File: config.mk
export PLATFORM = sky130hd
export DESIGN_NAME = snms_grad
export DESIGN_NICKNAME = d
export VERILOG_FILES = /design/src/hdl/snms_pkg.sv /design/src/hdl/snms_grad.sv
export SDC_FILE = /design/constraint.sdc
export NUM_CORES = 1
export LEC_CHECK = 0
export BUFFER_PORTS_ARGS = -buffer_cell sky130_fd_sc_hd__clkbuf_2
export CELL_PAD_IN_SITES_DETAIL_PLACEMENT = 1
export CELL_PAD_IN_SITES_GLOBAL_PLACEMENT = 1
export CORE_MARGIN = 4
export CORE_UTILIZATION = 55
export CTS_BUF_LIST = sky130_fd_sc_hd__clkbuf_4 sky130_fd_sc_hd__clkbuf_8
export CTS_CLUSTER_DIAMETER = 80
export DETAILED_ROUTE_END_ITERATION = 8
export PLACE_DENSITY_LB_ADDON = 0.3
export RECOVER_POWER = 100
export SETUP_SLACK_MARGIN = 0.3
export SLEW_MARGIN = 20
export SYNTH_ARGS = -nofsm -noshare
export SYNTH_HDL_FRONTEND = slang
export SYNTH_SLANG_ARGS = --single-unit
File: constraint.sdc
create_clock -name clk -period 14.8 [get_ports clk]
set_input_delay 2.22 -clock clk [delete_from_list [all_inputs] [get_ports clk]]
set_output_delay 2.22 -clock clk [all_outputs]
set_load 0.05 [all_outputs]
File: src/hdl/snms_pkg.sv
// ----------------------------------------------------------------------------
// snms_pkg
// Shared constants, codes and stage records of the Sobel / non-maximum
// suppression pipeline.
// ----------------------------------------------------------------------------
package snms_pkg;

  localparam int MAX_WIDTH  = 1024;
  localparam int COL_W      = $clog2(MAX_WIDTH);
  localparam int LINE_AW    = COL_W + 1;
  localparam int WIDTH_W    = COL_W + 1;
  localparam int HEIGHT_W   = 16;
  localparam int ROW_W      = HEIGHT_W + 1;
  localparam int PIX_W      = 8;
  localparam int GRAD_W     = 7;
  localparam int SQ_W       = 2 * GRAD_W + 1;
  localparam int ROOT_W     = SQ_W + 1;
  localparam int SQRT_HALF  = (PIX_W + 1) / 2;
  localparam int CFG_IDX_W  = 2;
  localparam int CFG_DATA_W = 16;
  localparam int CFG_WIDTH_BITS = 11;

  localparam int WIDTH_RESET     = 640;
  localparam int HEIGHT_RESET    = 480;
  localparam int THRESHOLD_RESET = 20;
  localparam int MIN_SIZE        = 3;

  localparam int TAN_LO_Q8 = 106;
  localparam int TAN_HI_Q8 = 618;
  localparam int TAN_W     = 17;

  typedef enum logic [CFG_IDX_W-1:0] {
    REG_WIDTH     = 2'd0,
    REG_HEIGHT    = 2'd1,
    REG_THRESHOLD = 2'd2
  } cfg_reg_t;

  typedef enum logic [1:0] {
    DIR_HORZ    = 2'd0,
    DIR_DIAG_UR = 2'd1,
    DIR_VERT    = 2'd2,
    DIR_DIAG_UL = 2'd3
  } dir_t;

  typedef struct packed {
    logic             sobel_on;
    logic             mag_on;
    logic             out_on;
    logic             last;
    logic             nms_on;
    logic             row_odd;
    logic [COL_W-1:0] col;
  } pos_t;

  typedef struct packed {
    logic              live;
    pos_t              pos;
    logic [GRAD_W-1:0] ax;
    logic [GRAD_W-1:0] ay;
    logic              same_sign;
  } grad_t;

  typedef struct packed {
    logic             live;
    pos_t             pos;
    logic [PIX_W-1:0] mag;
    dir_t             dir;
  } mag_t;

  typedef struct packed {
    logic [SQ_W-1:0]   rem;
    logic [ROOT_W-1:0] root;
  } sqrt_t;

  typedef struct packed {
    logic [PIX_W-1:0] edge_value;
    logic             out_valid;
    logic             last_pixel;
  } out_t;

  typedef struct packed {
    dir_t             dir;
    logic [PIX_W-1:0] mag;
  } mline_t;

  // one digit of the bit-pair square root; step 0 handles the top pair
  function automatic sqrt_t sqrt_step(input sqrt_t s, input int step);
    logic [ROOT_W-1:0] bitv;
    logic [ROOT_W-1:0] trial;
    sqrt_t             r;
    bitv  = ROOT_W'(1) << (2 * ((SQ_W - 1) / 2) - 2 * step);
    trial = s.root + bitv;
    r     = s;
    if ({1'b0, s.rem} >= trial) begin
      r.rem  = s.rem - SQ_W'(trial);
      r.root = (s.root >> 1) + bitv;
    end else begin
      r.root = s.root >> 1;
    end
    return r;
  endfunction

endpackage

File: src/hdl/snms_grad.sv
// ----------------------------------------------------------------------------
// snms_grad
// Squared magnitude, direction bin and two-stage integer square root.
// ----------------------------------------------------------------------------
module snms_grad (
  input  logic             clk,
  input  logic             rst,
  input  logic             en,
  input  snms_pkg::grad_t  grad,
  output snms_pkg::mag_t   mag
);

  logic                          s4_live, s5_live;
  snms_pkg::pos_t                s4_pos, s5_pos;
  snms_pkg::dir_t                s4_dir, s5_dir, dir_next;
  logic [snms_pkg::SQ_W-1:0]     s4_sq;
  snms_pkg::sqrt_t               s5_sq;
  snms_pkg::sqrt_t               sa, sb;
  logic [snms_pkg::TAN_W-1:0]    ay_q8, lo_ref, hi_ref;

  always_comb begin
    ay_q8  = snms_pkg::TAN_W'({grad.ay, 8'd0});
    lo_ref = snms_pkg::TAN_W'(grad.ax) * snms_pkg::TAN_W'(snms_pkg::TAN_LO_Q8);
    hi_ref = snms_pkg::TAN_W'(grad.ax) * snms_pkg::TAN_W'(snms_pkg::TAN_HI_Q8);
    if (!grad.pos.sobel_on) begin
      dir_next = snms_pkg::DIR_HORZ;
    end else if (grad.ax == '0) begin
      dir_next = snms_pkg::DIR_VERT;
    end else if (ay_q8 <= lo_ref) begin
      dir_next = snms_pkg::DIR_HORZ;
    end else if (ay_q8 > hi_ref) begin
      dir_next = snms_pkg::DIR_VERT;
    end else begin
      dir_next = grad.same_sign ? snms_pkg::DIR_DIAG_UL : snms_pkg::DIR_DIAG_UR;
    end
  end

  always_comb begin
    sa.rem  = s4_sq;
    sa.root = '0;
    for (int k = 0; k < snms_pkg::SQRT_HALF; k++) begin
      sa = snms_pkg::sqrt_step(sa, k);
    end
    sb = s5_sq;
    for (int k = snms_pkg::SQRT_HALF; k < snms_pkg::PIX_W; k++) begin
      sb = snms_pkg::sqrt_step(sb, k);
    end
  end

  always_ff @(posedge clk) begin
    if (rst) begin
      s4_live  <= 1'b0;
      s5_live  <= 1'b0;
      mag.live <= 1'b0;
    end else if (en) begin
      s4_live  <= grad.live;
      s5_live  <= s4_live;
      mag.live <= s5_live;
    end
  end

  always_ff @(posedge clk) begin
    if (en) begin
      s4_pos  <= grad.pos;
      s4_dir  <= dir_next;
      s4_sq   <= snms_pkg::SQ_W'(grad.ax) * snms_pkg::SQ_W'(grad.ax) +
                 snms_pkg::SQ_W'(grad.ay) * snms_pkg::SQ_W'(grad.ay);
      s5_pos  <= s4_pos;
      s5_dir  <= s4_dir;
      s5_sq   <= sa;
      mag.pos <= s5_pos;
      mag.dir <= s5_dir;
      mag.mag <= snms_pkg::PIX_W'(sb.root);
    end
  end

endmodule

==> summary.txt <==
Clocking
  – TritonCTS buffer count: 9
  – # resized after CTS: 0
  – Worst skew pair latency: 380 ps
  – Number of setup buffers added after CTS: 0
  – Clock sinks: 99
  – Root cell of the clock tree: clkbuf_8
  – Cts hold-fix bufs: 0
  – TritonCTS clock tree: built
  – CTS HTree Levels: 3
  – Clock Path Buffers: 2
  – Clock transition at path regs: 110 ps

Timing
  – Slew Viols, Final: 102
  – # setup viols final: 0
  – Final period utilization: 64.5%
  – Fmax: 0.105 GHz
  – Final hold viol count: 0
  – Min Clock Period, post-route: 9540 ps
  – RSZ-0062 raised after global routing: no
  – TNS Setup: 0 ps
  – Slew headroom: -118%
  – Slew @ Worst Pin: 3270 ps
  – Skew final: 10.4 ps

Placed design
  – DP HPWL: 21,300 um
  – Port bufs: 61
  – Final RePlAce weighted congestion: 0.903

Critical path
  – R2r setup slk: 5260 ps
  – Worst path required time: 14,920 ps
  – Reg-to-reg startpoint: s5_sq[9]$_DFFE_PP_
  – CP max stage cell: or4b_1
  – CP endpoint kind: flop
  – Startpoint Class: flop
  – Worst Path Max Fanout: 15
  – FF-to-FF End: mag[2]$_SDFFCE_PN0P_
  – Top cell by count, worst path: ha_1
  – Worst path arrival time: 9670 ps
  – Crit Path Category: flop to flop
  – R2R depth: 34
  – Worst stage delay on the critical path: 740 ps

Finish
  – Area Overhead vs Synth: 6.28%
  – Fill cells: 2,037
  – Commonest cells after routing, fill and taps aside: 170 x inv_1, 168 x ha_1, 96 x edfxtp_1, 67 x fa_1, 61 x a21oi_1
  – Layout cells sized above 1: 6.76%
  – Most common cell after layout, fill and taps aside: inv_1
  – Number of diodes: 0
  – Total Nets Final: 1,316

Detailed routing
  – Antenna-violating nets left: 0
  – DRT iter0 DRCs: 253
  – Vias: 7,611
  – Drt via density: 5.95
  – Wire per inst: 20.4 um
  – DRC violations left: 0
  – Drt total wl: 26,100 um
  – Drt first pass iters: 4

Global route
  – First-pass GRT wire length: 42,600 um
  – Total Routing Usage GR: 26.4%
  – Initial antenna violation count: 0
  – Vias in the first global route: 8,546
  – Pin count of the biggest net entering global routing: 59
  – Total grt overflow: 0

Synthesis
  – Simple-gate portion of the synthesized area: 11.2%
  – Post-synthesis mux area share: 2.06%
  – Post-Synth Adder-Cell Area: 33.9%
  – Leading register cell type out of synthesis: edfxtp_1
  – Synthesized area per cell: 10.3 um2
  – Post-synthesis async set-or-reset flop share: 0%
  – Largest family of logic cells by synthesized area: adder cells
  – Yosys warning count: 0
  – Post-synthesis sequential area ratio: 29.0%
  – Xor and xnor area share after synthesis: 4.75%
  – Post-synth EDFFs: 96
  – Yosys reg bits: 99
  – Synth Area in Compound Gates: 11.8%
  – Mapped Nets: 1,258
  – Synth unique cells: 77
  – Mapped Area: 10,100 um2
  – Post-synthesis cell count: 988

Status
  – Failing checks: capacitance limit, slew limit
  – Status: complete, but fails checks

Floorplan
  – Core area: 18,000 um2
  – Die H: 144 um
  – IO Pins: 62
  – # rows: 49
  – Die width: 144 um
  – Full die area: 20,700 um2
  – Initial Utilization: 56.3%

Worst hold path
  – Endpoint, Worst Hold: s5_pos[0]$_DFFE_PP_
  – Hold Crit Start: s4_pos[0]$_DFFE_PP_
  – Hold Crit Depth: 0
  – Hold Path Class: flop to flop

Flow run
  – Max Cap Viol: 2
critical path, delay by kind of cell (launching register included):
family | cells | cell delay (ps)
buffers and inverters | 5 | 1880
adders and majority gates | 4 | 1380
muxes | 1 | 380
DFF | 1 | 410
and+or+nand+nor | 12 | 2760
AOI/OAI and AO/OA | 12 | 2450
per-stage QoR:
| stage | hold WS, ps | worst slack, ps | utilization [%] | cell area [um2] | cells |
|---|---|---|---|---|---|
| floorplan | 400 | 7230 | - | 10100 | 988 |
| global placement | 401 | 6750 | 59.2 | 10700 | 1264 |
| detailed placement | 406 | 6460 | 59.2 | 10700 | 1264 |
| CTS | 420 | 6410 | 60.2 | 10900 | 1279 |
| global route | 426 | 4350 | 59.8 | 10800 | 1279 |
| finish | 418 | 5260 | 59.8 | 10800 | 1279 |
layout make-up:
class,instances,area [um2],area share (%)
multi-input cells,701,6450,59.8
flip-flops and latches,99,2940,27.3
inverters,171,643,5.96
well taps,229,287,2.66
repair buffers,64,279,2.59
clock buffers,9,124,1.15
clock inverters,6,61.3,0.569
cells in the mapped netlist, types with 17 or more instances:
cell type / count / area, um2
inv_1: 169 / 634
ha_1: 168 / 2100
edfxtp_1: 96 / 2880
fa_1: 67 / 1340
a21oi_1: 61 / 305
nand2_1: 51 / 191
xnor2_1: 43 / 377
nor2_1: 39 / 146
o21ai_0: 22 / 110
o21bai_1: 17 / 128
sequential cells by signal, summed over array words and instances (netlist names):
register	flops
s4_live	1
s5_live	1
s4_pos	16
s5_sq	19
mag	27
s4_dir	2
s4_sq	15
s5_pos	16
s5_dir	2
layer usage:
layer	part of all wire [%]	up-vias	routed length, um	global-route usage (%)
met1	39	3832	10200	29.8
met2	54	157	14100	50.2
met5	0	-	0	0
met4	4.1	0	1060	11.1
met3	2.5	76	657	2.83
li1	-	3546	-	-
kinds of logic (layout without fill, tap and decap cells):
logic type      after synthesis  after routing
compound gates              181            181
xor+xnor                     55             55
fa+ha+maj                   235            235
buf+inv                     188            250
flops                        99             99
mux                          19             19
simple gates                211            211
how the worst max path moves through the flow:
stage	from	endpoint	cells past startpoint
2_1_floorplan	grad[9]	s4_sq[14]$_DFFE_PP_	22
6_report	s5_sq[9]$_DFFE_PP_	mag[2]$_SDFFCE_PN0P_	34
3_5_place_dp	s5_sq[9]$_DFFE_PP_	mag[2]$_SDFFCE_PN0P_	34
3_3_place_gp	grad[11]	s4_sq[14]$_DFFE_PP_	23
4_1_cts	s5_sq[9]$_DFFE_PP_	mag[2]$_SDFFCE_PN0P_	34
5_1_grt	s5_sq[9]$_DFFE_PP_	mag[2]$_SDFFCE_PN0P_	34
Power is not shown: default switching activity piles up to over one toggle a cycle in this logic, so the estimate is an artifact.
